### src/sv/bdac_pkg.sv
// Package for the banker's deadlock-avoidance core: sizes, row types, opcodes,
// status codes and configuration register indexes. No dependencies.
package bdac_pkg;

  localparam int MAX_CLIENTS = 8;
  localparam int MAX_TYPES   = 4;
  localparam int COUNT_BITS  = 8;

  localparam int CLI_W  = $clog2(MAX_CLIENTS);
  localparam int NC_W   = $clog2(MAX_CLIENTS + 1);
  localparam int NT_W   = $clog2(MAX_TYPES + 1);
  localparam int WORK_W = COUNT_BITS + $clog2(MAX_CLIENTS + 1);

  localparam int AMT_W  = 8;
  localparam int OP_W   = 3;
  localparam int CID_W  = 3;
  localparam int STAT_W = 3;
  localparam int CC_W   = 4;
  localparam int RC_W   = 3;
  localparam int CFG_W  = 4;

  localparam logic [OP_W-1:0] OP_SET_FREE = 3'd0;
  localparam logic [OP_W-1:0] OP_LOAD_MAX = 3'd1;
  localparam logic [OP_W-1:0] OP_REQUEST  = 3'd2;
  localparam logic [OP_W-1:0] OP_RELEASE  = 3'd3;
  localparam logic [OP_W-1:0] OP_CHECK    = 3'd4;

  localparam logic [STAT_W-1:0] ST_OK        = 3'd0;
  localparam logic [STAT_W-1:0] ST_BAD_CLI   = 3'd1;
  localparam logic [STAT_W-1:0] ST_OVER_NEED = 3'd2;
  localparam logic [STAT_W-1:0] ST_WAIT      = 3'd3;
  localparam logic [STAT_W-1:0] ST_UNSAFE    = 3'd4;
  localparam logic [STAT_W-1:0] ST_OVER_HELD = 3'd5;

  localparam logic CFG_CLIENTS = 1'b0;
  localparam logic CFG_TYPES   = 1'b1;

  typedef logic [MAX_TYPES-1:0][COUNT_BITS-1:0] row_t;
  typedef logic [MAX_TYPES-1:0][WORK_W-1:0]     work_t;

endpackage

### src/sv/bankers_deadlock_avoidance_core.sv
// Banker's deadlock-avoidance core: free vector, per-client claim and held rows,
// and a safety walk run by one shared row comparator. Depends on bdac_pkg.
// Steps: S_EXEC checks and applies the op, S_INIT loads the work vector, then the walk,
// which scans one client row per cycle and repeats the scan while a pass finishes a
// client; S_DONE then posts the result. in_ready only while idle, so a new item is taken
// only once the last is through; a stalled result holds the next item's last step.
// Reset (synchronous): all rows, free units and scratch clear; counts go to 8 and 4.
module bankers_deadlock_avoidance_core (
  input  logic                       clk,
  input  logic                       rst,
  input  logic                       in_valid,
  output logic                       in_ready,
  input  logic [bdac_pkg::OP_W-1:0]  opcode,
  input  logic [bdac_pkg::CID_W-1:0] client,
  input  logic [bdac_pkg::AMT_W-1:0] amount_a,
  input  logic [bdac_pkg::AMT_W-1:0] amount_b,
  input  logic [bdac_pkg::AMT_W-1:0] amount_c,
  input  logic [bdac_pkg::AMT_W-1:0] amount_d,
  output logic                       out_valid,
  input  logic                       out_ready,
  output logic [bdac_pkg::STAT_W-1:0] status,
  output logic                       safe,
  input  logic                       cfg_valid,
  output logic                       cfg_ready,
  input  logic                       cfg_index,
  input  logic [bdac_pkg::CFG_W-1:0] cfg_data
);
  import bdac_pkg::*;

  localparam logic [2:0] S_IDLE = 3'd0;
  localparam logic [2:0] S_EXEC = 3'd1;
  localparam logic [2:0] S_INIT = 3'd2;
  localparam logic [2:0] S_WALK = 3'd3;
  localparam logic [2:0] S_DONE = 3'd4;

  logic [2:0]        state;
  logic [CC_W-1:0]   client_count;
  logic [RC_W-1:0]   resource_count;
  logic [OP_W-1:0]   op_q;
  logic [CID_W-1:0]  client_q;
  row_t              amt_q;
  logic [STAT_W-1:0] status_q;
  row_t              free_units;
  row_t              max_claim  [MAX_CLIENTS];
  row_t              held_units [MAX_CLIENTS];
  work_t             work_units;
  logic [MAX_CLIENTS-1:0] finished;
  logic [CLI_W-1:0]  idx;
  logic              progress;

  logic [NC_W-1:0]        nc;
  logic [NT_W-1:0]        nt;
  logic [MAX_TYPES-1:0]   type_act;
  logic [MAX_CLIENTS-1:0] cli_act;
  logic [CLI_W-1:0]       rd_idx;
  logic [CLI_W-1:0]       wr_idx;
  row_t                   max_row;
  row_t                   held_row;
  row_t                   need_row;
  row_t                   amt_in;
  logic                   bad_client;
  logic                   over_need;
  logic                   over_free;
  logic                   over_held;
  logic [STAT_W-1:0]      exec_status;
  logic                   fits;
  logic                   last;
  logic                   walk_safe;
  logic                   rollback;

  assign nc = (32'(client_count) > MAX_CLIENTS) ? NC_W'(MAX_CLIENTS) : NC_W'(client_count);
  assign nt = (32'(resource_count) > MAX_TYPES) ? NT_W'(MAX_TYPES) : NT_W'(resource_count);

  assign in_ready  = (state == S_IDLE);
  assign cfg_ready = 1'b1;

  assign wr_idx   = CLI_W'(client_q);
  assign rd_idx   = (state == S_WALK) ? idx : wr_idx;
  assign max_row  = max_claim[rd_idx];
  assign held_row = held_units[rd_idx];

  always_comb begin
    for (int r = 0; r < MAX_TYPES; r++) begin
      type_act[r] = 32'(r) < 32'(nt);
      need_row[r] = max_row[r] - held_row[r];
      case (r)
        0:       amt_in[r] = COUNT_BITS'(amount_a);
        1:       amt_in[r] = COUNT_BITS'(amount_b);
        2:       amt_in[r] = COUNT_BITS'(amount_c);
        3:       amt_in[r] = COUNT_BITS'(amount_d);
        default: amt_in[r] = '0;
      endcase
    end
    for (int c = 0; c < MAX_CLIENTS; c++) begin
      cli_act[c] = 32'(c) < 32'(nc);
    end
  end

  always_comb begin
    over_need = 1'b0;
    over_free = 1'b0;
    over_held = 1'b0;
    fits      = (32'(idx) < 32'(nc)) && !finished[idx];
    for (int r = 0; r < MAX_TYPES; r++) begin
      if (type_act[r]) begin
        if (amt_q[r] > need_row[r])   over_need = 1'b1;
        if (amt_q[r] > free_units[r]) over_free = 1'b1;
        if (amt_q[r] > held_row[r])   over_held = 1'b1;
        if (WORK_W'(need_row[r]) > work_units[r]) fits = 1'b0;
      end
    end
  end

  assign bad_client = (op_q == OP_LOAD_MAX || op_q == OP_REQUEST || op_q == OP_RELEASE)
                      && (32'(client_q) >= 32'(nc));
  assign last       = (32'(idx) + 1) >= 32'(nc);
  assign walk_safe  = &(finished | ~cli_act);
  assign rollback   = (op_q == OP_REQUEST) && (status_q == ST_OK) && !walk_safe;

  always_comb begin
    exec_status = ST_OK;
    if (bad_client)                                exec_status = ST_BAD_CLI;
    else if (op_q == OP_REQUEST && over_need)      exec_status = ST_OVER_NEED;
    else if (op_q == OP_REQUEST && over_free)      exec_status = ST_WAIT;
    else if (op_q == OP_RELEASE && over_held)      exec_status = ST_OVER_HELD;
  end

  always_ff @(posedge clk) begin
    if (rst) begin
      state          <= S_IDLE;
      client_count   <= CC_W'(MAX_CLIENTS);
      resource_count <= RC_W'(MAX_TYPES);
      out_valid      <= 1'b0;
      status         <= ST_OK;
      safe           <= 1'b0;
      status_q       <= ST_OK;
      free_units     <= '0;
      work_units     <= '0;
      finished       <= '0;
      idx            <= '0;
      progress       <= 1'b0;
      for (int c = 0; c < MAX_CLIENTS; c++) begin
        max_claim[c]  <= '0;
        held_units[c] <= '0;
      end
    end else begin
      if (cfg_valid && cfg_ready) begin
        if (cfg_index == CFG_CLIENTS) client_count <= CC_W'(cfg_data);
        else                          resource_count <= RC_W'(cfg_data);
      end
      if (out_valid && out_ready && state != S_DONE) out_valid <= 1'b0;

      case (state)
        S_IDLE: begin
          if (in_valid) begin
            op_q     <= opcode;
            client_q <= client;
            amt_q    <= amt_in;
            state    <= S_EXEC;
          end
        end
        S_EXEC: begin
          status_q <= exec_status;
          state    <= S_INIT;
          if (exec_status == ST_OK) begin
            case (op_q)
              OP_SET_FREE: begin
                for (int r = 0; r < MAX_TYPES; r++)
                  if (type_act[r]) free_units[r] <= amt_q[r];
              end
              OP_LOAD_MAX: begin
                for (int r = 0; r < MAX_TYPES; r++)
                  if (type_act[r]) max_claim[wr_idx][r] <= amt_q[r];
                held_units[wr_idx] <= '0;
              end
              OP_REQUEST: begin
                for (int r = 0; r < MAX_TYPES; r++)
                  if (type_act[r]) begin
                    free_units[r]         <= free_units[r] - amt_q[r];
                    held_units[wr_idx][r] <= held_row[r] + amt_q[r];
                  end
              end
              OP_RELEASE: begin
                for (int r = 0; r < MAX_TYPES; r++)
                  if (type_act[r]) begin
                    held_units[wr_idx][r] <= held_row[r] - amt_q[r];
                    if ((COUNT_BITS + 1)'(free_units[r]) + (COUNT_BITS + 1)'(amt_q[r])
                        > (COUNT_BITS + 1)'({COUNT_BITS{1'b1}}))
                      free_units[r] <= {COUNT_BITS{1'b1}};
                    else
                      free_units[r] <= free_units[r] + amt_q[r];
                  end
              end
              default: begin
              end
            endcase
          end
        end
        S_INIT: begin
          for (int r = 0; r < MAX_TYPES; r++)
            work_units[r] <= type_act[r] ? WORK_W'(free_units[r]) : '0;
          finished <= '0;
          idx      <= '0;
          progress <= 1'b0;
          state    <= S_WALK;
        end
        S_WALK: begin
          if (fits) begin
            for (int r = 0; r < MAX_TYPES; r++)
              if (type_act[r]) work_units[r] <= work_units[r] + WORK_W'(held_row[r]);
            finished[idx] <= 1'b1;
          end
          if (last) begin
            idx      <= '0;
            progress <= 1'b0;
            if (!(progress || fits)) state <= S_DONE;
          end else begin
            idx      <= idx + 1'b1;
            progress <= progress || fits;
          end
        end
        S_DONE: begin
          if (!out_valid || out_ready) begin
            if (rollback) begin
              for (int r = 0; r < MAX_TYPES; r++)
                if (type_act[r]) begin
                  free_units[r]         <= free_units[r] + amt_q[r];
                  held_units[wr_idx][r] <= held_row[r] - amt_q[r];
                end
            end
            status    <= rollback ? ST_UNSAFE : status_q;
            safe      <= walk_safe;
            out_valid <= 1'b1;
            state     <= S_IDLE;
          end
        end
        default: state <= S_IDLE;
      endcase
    end
  end

endmodule

### config.mk
export PLATFORM = sky130hd
export DESIGN_NAME = bankers_deadlock_avoidance_core
export DESIGN_NICKNAME = d
export VERILOG_FILES = /design/src/sv/bdac_pkg.sv /design/src/sv/bankers_deadlock_avoidance_core.sv
export SDC_FILE = /design/constraint.sdc
export NUM_CORES = 1
export LEC_CHECK = 0
export BUFFER_PORTS_ARGS = -buffer_cell sky130_fd_sc_hd__buf_4
export CAP_MARGIN = 15
export CORE_AREA = 2 2 258 260
export CTS_BUF_LIST = sky130_fd_sc_hd__clkbuf_8
export DETAILED_ROUTE_END_ITERATION = 8
export DIE_AREA = 0 0 260 262
export GPL_TIMING_DRIVEN = 0
export PLACE_DENSITY = 0.79
export SLEW_MARGIN = 0
export SYNTH_ARGS = -nofsm -noshare
export SYNTH_HDL_FRONTEND = slang
export SYNTH_SLANG_ARGS = --single-unit
### constraint.sdc
create_clock -name clk -period 7.1 [get_ports clk]
set_input_delay 1.42 -clock clk [delete_from_list [all_inputs] [get_ports clk]]
set_output_delay 1.42 -clock clk [all_outputs]
set_load 0.01 [all_outputs]
==> results of run 1 <==
==> through the flow <==
stage	setup WS (ns)	total power, W	utilization [%]	std cells
floorplan	-0.0573	0.00593	-	3423
global placement	-2.60	0.00651	61.7	4340
detailed placement	-2.35	0.00658	62.0	4371
CTS	0.00175	0.00989	66.6	4578
global route	-0.0617	0.0104	67.5	4613
finish	0.0565	0.0101	67.5	4613
==> worst max-delay path: cells and delay by family (launching register included) <==
family | cells | cell delay (ns)
flip-flops | 1 | 0.69
multiplexers | 2 | 0.86
adder cells (fa/ha/maj) | 2 | 0.55
buffers and inverters | 9 | 1.32
AND/OR/NAND/NOR | 4 | 1.12
AO/OA/AOI/OAI | 11 | 1.91
XOR/XNOR | 1 | 0.22
==> metal layers <==
metal	track usage, %	share of wire (%)
met3	9.25	13
met4	23.7	7.0
met5	0.625	0.045
met1	45.8	36
met2	56.1	44
==> synth_stat cells (all sizes together), types with 7 or more instances <==
library cell	number
nand2b	28
o21bai	32
mux2	48
mux2i	42
nand3	53
nand4	20
o2111ai	7
a211oi	39
o211ai	17
o41ai	8
nor2	354
xnor2	61
nor3	223
o31ai	23
a31o	8
and2	16
a2bb2oi	17
o21ai	119
inv	175
ha	259
nand2	114
o22ai	17
a32oi	10
a211o	12
a31oi	18
and3	140
nor2b	74
xor2	48
edfxtp	550
clkbuf	159
fa	24
a22oi	7
or3	22
buf	58
clkinv	23
a21o	59
nor4	12
a311oi	12
a21oi	167
a221oi	33
or2	10
dfxtp	110
a2111oi	20
mux4	128
==> power by group <==
group          switching [W]  internal, W
Clock                0.00165      0.00167
Combinational        0.00142     0.000931
Sequential         0.0000961      0.00433
==> cells by family (layout without fill, tap and decap cells) <==
group | Yosys count | after routing | synth area share, %
xor gates and xnor gates | 109 | 109 | 2.46
DFF | 660 | 660 | 48.3
muxes | 218 | 218 | 9.91
buffers and inverters | 415 | 740 | 4.25
AOI/OAI and AO/OA | 657 | 657 | 11.7
adders and majority gates | 283 | 283 | 9.60
other | 1 | 2 | 0.00967
and+or+nand+nor | 1080 | 1080 | 13.8
==> flip-flops by register name, indices dropped and copies added (netlist names) <==
signal	cells
client_q	3
held_units	256
work_units	48
progress	1
status_q	3
status	3
safe	1
client_count	4
idx	3
state	3
finished	8
amt_q	32
free_units	32
out_valid	1
op_q	3
resource_count	3
max_claim	256
==> how the worst min path moves through the flow <==
stage / from / to / slack (ns) / depth (start not counted)
after floorplan: progress / progress / 0.44 / 2
after global placement: status[0] / status[0] / 0.45 / 2
after detailed placement: status[0] / status[0] / 0.46 / 2
after CTS: status[0] / status[0] / 0.46 / 2
after global routing: status[0] / status[0] / 0.49 / 2
final: status[0] / status[0] / 0.47 / 2
==> layout make-up <==
class,instances,share of cell area (%)
Inverter,198,1.70
Sequential cell,660,42.5
Clock buffer,118,3.69
Antenna cell,1,0.00568
Clock inverter,77,1.01
Timing Repair Buffer,134,2.54
Buffer,213,2.90
Multi-Input combinational cell,2348,43.2
Tap cell,864,2.45
==> timing repair <==
action	CTS	global route
setup endpoints to repair	606	576
setup buffers	15	22
gates resized for setup	219	71
pin swaps	8	10
==> metrics.txt, run 1 <==
outcome=complete, no violations; Crit path top cell by count=a21o_1; crit end category=flop; fmax=0.142 GHz; Pre-Repair DR Iteration Count=6; Fillers=4570; DR WL/cell=27.3 um; DRT Wirelength=126 mm; CP max FO=10; Mean Syn Cell Area=11.3 sq um; Fin. Hold Viols=0; worst slew pin tran=1.18 ns; maximum vdd drop=0.135 mV; share of the synthesized area in the top cell type=42.6%; multi-input logic area=0.0190 sq mm; count of cell types in the netlist=86; Startpoint Class=flop; DR vias/cell=6.74; Final Cell Area=0.0441 sq mm; Max Slew Vio Count=0; fin crit period=7.04 ns; ys flop type=edfxtp_1; worst min-delay path class=reg -> reg; Setup TNS Final=0 ns; maximum root-to-sink buffer count=3; initial antenna violation count=4; clk sink count=660; post-synthesis cell area=0.0388 sq mm; Post-DRT Antenna Nets=0; Relative slew margins=21.1%; crit path from=client_q[0]; Cells after Synth=3423; P_leak=17.4 nW; GPL Wtd Cong=0.992; Reg area=0.0187 sq mm; Top Ports=55; Layout area overhead=13.6%; Yosys warnings=0; Die Span X=260 um; vias in the first global route=30200; H-tree depth=3; Residual DRC=0; Worst R2R End=held_units[4][0]; CTS tree=done; gr ovfl total=0; most frequent cells in the layout=550 x edfxtp_1, 348 x nor2_1, 259 x ha_1; Total GRT Usage=36.4%; worst-path cell with the longest stage delay=edfxtp_1; number of max-cap violations=0; Setup CP Type=reg -> reg; CTS Buf Count=108; root buf cell=clkbuf_8; layout cells sized above 1=17.8%; commonest non-fill, non-tap cell in the layout=edfxtp_1; number of synthesized flops with an enable pin=550; Initial Util=59.4%; Syn Nets=3754; core box area=0.0653 sq mm; skew final=0.0509 ns; Worst R2R Path Depth=29; Vias=31100; placed inst area=0.0405 sq mm; clock-pin transition on the worst setup and hold timing paths=0.06 ns; full die area=0.0681 sq mm; Yosys reg bits=660; Worst EP required=7.53 ns; synth top area cells=edfxtp_1 43%, ha_1 8.4%, mux4_2 7.4%; global-route wire length before repair=183 mm; Seq/Total Area, Yosys=48.3%; Largest stage delay, worst path=0.69 ns; crit path to=held_units[4][0]; IO Port Bufs=53; biggest area consumer among synthesized cells=edfxtp_1; Reg2Reg Setup Slack=0.06 ns; pwr/cell area=229 mW/mm^2; Setup Viol. Count Final=0; DR iter-0 viols=4273; Rows=94; Die H=262 um; Clock Latency Late Sink=0.76 ns; worst reg2reg startpoint=client_q[0]; Arr. time, crit path=7.48 ns; final worst path period share=99.2%; Final nets=3994; hold_ws=0.465 ns; Post-DP HPWL=90.4 mm; largest net degree at the start of global routing=35; Hold-fix buffers, CTS=0; ys async rst share=0%
(Power assumes the default switching activity.)
==> run 2, diff against run 1 <==
- PLACE_DENSITY: 0.79 -> 0.76
==> metrics.txt, run 2 (synthesized netlist as in run 1, its figures left out) <==
pwr/cell area=229 mW/mm^2 (-0.11%); Post-DRT Antenna Nets=0 (unchanged); Reg area=0.0187 sq mm (about the same); Fillers=4855 (+6.2%); Max Slew Vio Count=0 (unchanged); final cell count without fillers=4610 (-0.065%); Worst R2R Path Depth=32 (+10%); final worst path period share=97.8% (-1.4 points); Final nets=3994 (unchanged); outcome=complete, no violations; layout cells sized above 1=17.8% (about the same); multi-input logic area=0.0190 sq mm (+0.11%); worst slew pin tran=1.28 ns (+0.0972 ns); met3 WL=15.5 mm (-2.7%); CTS Buf Count=106 (-1.9%); Pre-Repair DR Iteration Count=8 (+2); P_leak=17.3 nW (-0.51%); Reg2Reg Setup Slack=0.15 ns (+0.10 ns); hold_ws=0.462 ns (-0.00333 ns); skew final=0.0538 ns (+0.00294 ns); most frequent cells in the layout=550 x edfxtp_1, 351 x nor2_1, 259 x ha_1; crit path to=held_units[3][3]; fin crit period=6.95 ns (-0.0966 ns); core box area=0.0653 sq mm (unchanged); Crit path top cell by count=a21o_1; Metal-1 WL=46.0 mm (+1.8%); DR WL/cell=27.5 um (+0.93%); crit end category=flop; Rows=94 (unchanged); Clock Latency Late Sink=0.77 ns (about the same); global-route wire length before repair=184 mm (+0.48%); CTS tree=done; Fin. Hold Viols=0 (unchanged); Worst EP required=7.60 ns (+0.07 ns); clock-pin transition on the worst setup and hold timing paths=0.06 ns (about the same); worst reg2reg startpoint=state[2]; crit path from=state[2]; Relative slew margins=14.6% (-6.5 points); met2 WL=56.6 mm (+1.4%); GPL Wtd Cong=0.969 (-2.2%); DR iter-0 viols=4360 (+2.0%); Hold-fix buffers, CTS=0 (unchanged); Power, Total=0.0101 W (-0.26%); clk sink count=660 (unchanged); Top Ports=55 (unchanged); Setup TNS Final=0 ns (unchanged); Vias=30700 (-1.4%); initial antenna violation count=4 (unchanged); Die Span X=260 um (unchanged); DR vias/cell=6.65 (-1.3%); IO Port Bufs=53 (unchanged); worst-path cell with the longest stage delay=mux4_2; Initial Util=59.4% (unchanged); Post-DP HPWL=93.7 mm (+3.6%); Layout area overhead=13.4%; Top Layer Used=met5; worst min-delay path class=reg -> reg; H-tree depth=3 (unchanged); Setup CP Type=reg -> reg; CP max FO=10 (unchanged); RSZ-0062 raised after global routing=true; maximum vdd drop=0.159 mV (+18%); Die H=262 um (unchanged); commonest non-fill, non-tap cell in the layout=edfxtp_1; maximum root-to-sink buffer count=3 (unchanged); fmax=0.144 GHz (+1.4%); Setup Viol. Count Final=0 (unchanged); Total GRT Usage=36.9% (+0.50 points); Startpoint Class=flop; root buf cell=clkbuf_8; Worst R2R End=held_units[3][3]; Residual DRC=0 (unchanged); vias in the first global route=29700 (-1.7%); Arr. time, crit path=7.45 ns (-0.03 ns); Largest stage delay, worst path=0.55 ns (-0.14 ns); DRT Wirelength=127 mm (+0.86%); largest net degree at the start of global routing=24 (-31%); number of max-cap violations=0 (unchanged); Cell Count Post-Placement=4380 (+0.21%); leading registers by flop count=held_units: 256 flops, max_claim: 256 flops, work_units: 48 flops; gr ovfl total=0 (unchanged); full die area=0.0681 sq mm (unchanged)
-- run 2: changes by cell type in the layout (fill, tap and decap cells not counted), sizes merged --
| cell | delta |
|---|---|
| buf | +3 |
| bufinv | +2 |
| clkbuf | -10 |
| clkinv | +8 |
| clkinvlp | +4 |
| inv | -10 |
-- run 2: critical path: cells and delay by family, from the launching register on --
family,cells,cell delay [ns]
compound gates,11,2.26
xor+xnor,1,0.21
fa+ha+maj,2,0.55
buf+inv,8,1.37
flops,1,0.39
mux,2,0.90
simple gates,8,1.01
-- run 2: routing by layer --
metal	GRT usage, %	vias to the layer above
met4	22.8	2
met2	57.3	2076
li1	-	13300
met5	0	-
met1	46.6	14800
met3	9.36	505
-- run 2: cell type report --
type,instances,share of cell area [%]
antenna,1,0.00569
buffer,214,2.79
clock buffer,109,3.41
clock inverter,81,1.23
inverter,198,1.71
multi-input combinational,2348,43.3
sequential,660,42.6
tap,864,2.46
timing repair buffer,135,2.52
-- run 2: power by group --
part	total (W)	switching, W	internal (W)
Clock	0.00327	0.00161	0.00166
Sequential	0.00442	0.0000936	0.00433
Combinational	0.00238	0.00145	0.000928
Total	0.0101	0.00316	0.00691
-- run 2: through the flow --
stage / util (%) / worst slack (ns) / cell area [sq um]
5_1_grt: 67.4 / -0.0532 / 44000
2_1_floorplan: - / -0.0573 / 38800
6_report: 67.4 / 0.153 / 44000
3_3_place_gp: 61.7 / -2.75 / 40300
3_5_place_dp: 62.1 / -2.49 / 40500
4_1_cts: 66.5 / 0.0317 / 43400
-- run 2: repair_timing --
action,CTS,global route
setup endpoints to repair,606,573
buffers inserted,18,21
pin swaps,6,12
resized for setup,207,63
-- run 2: worst min path at each step --
stage,startpoint,to,slack (ns),depth (start not counted)
4_1_cts,status[0],status[0],0.46,2
3_5_place_dp,status[0],status[0],0.46,2
2_1_floorplan,progress,progress,0.44,2
3_3_place_gp,status[0],status[0],0.45,2
6_report,status[0],status[0],0.46,2
5_1_grt,status[1],status[1],0.49,2
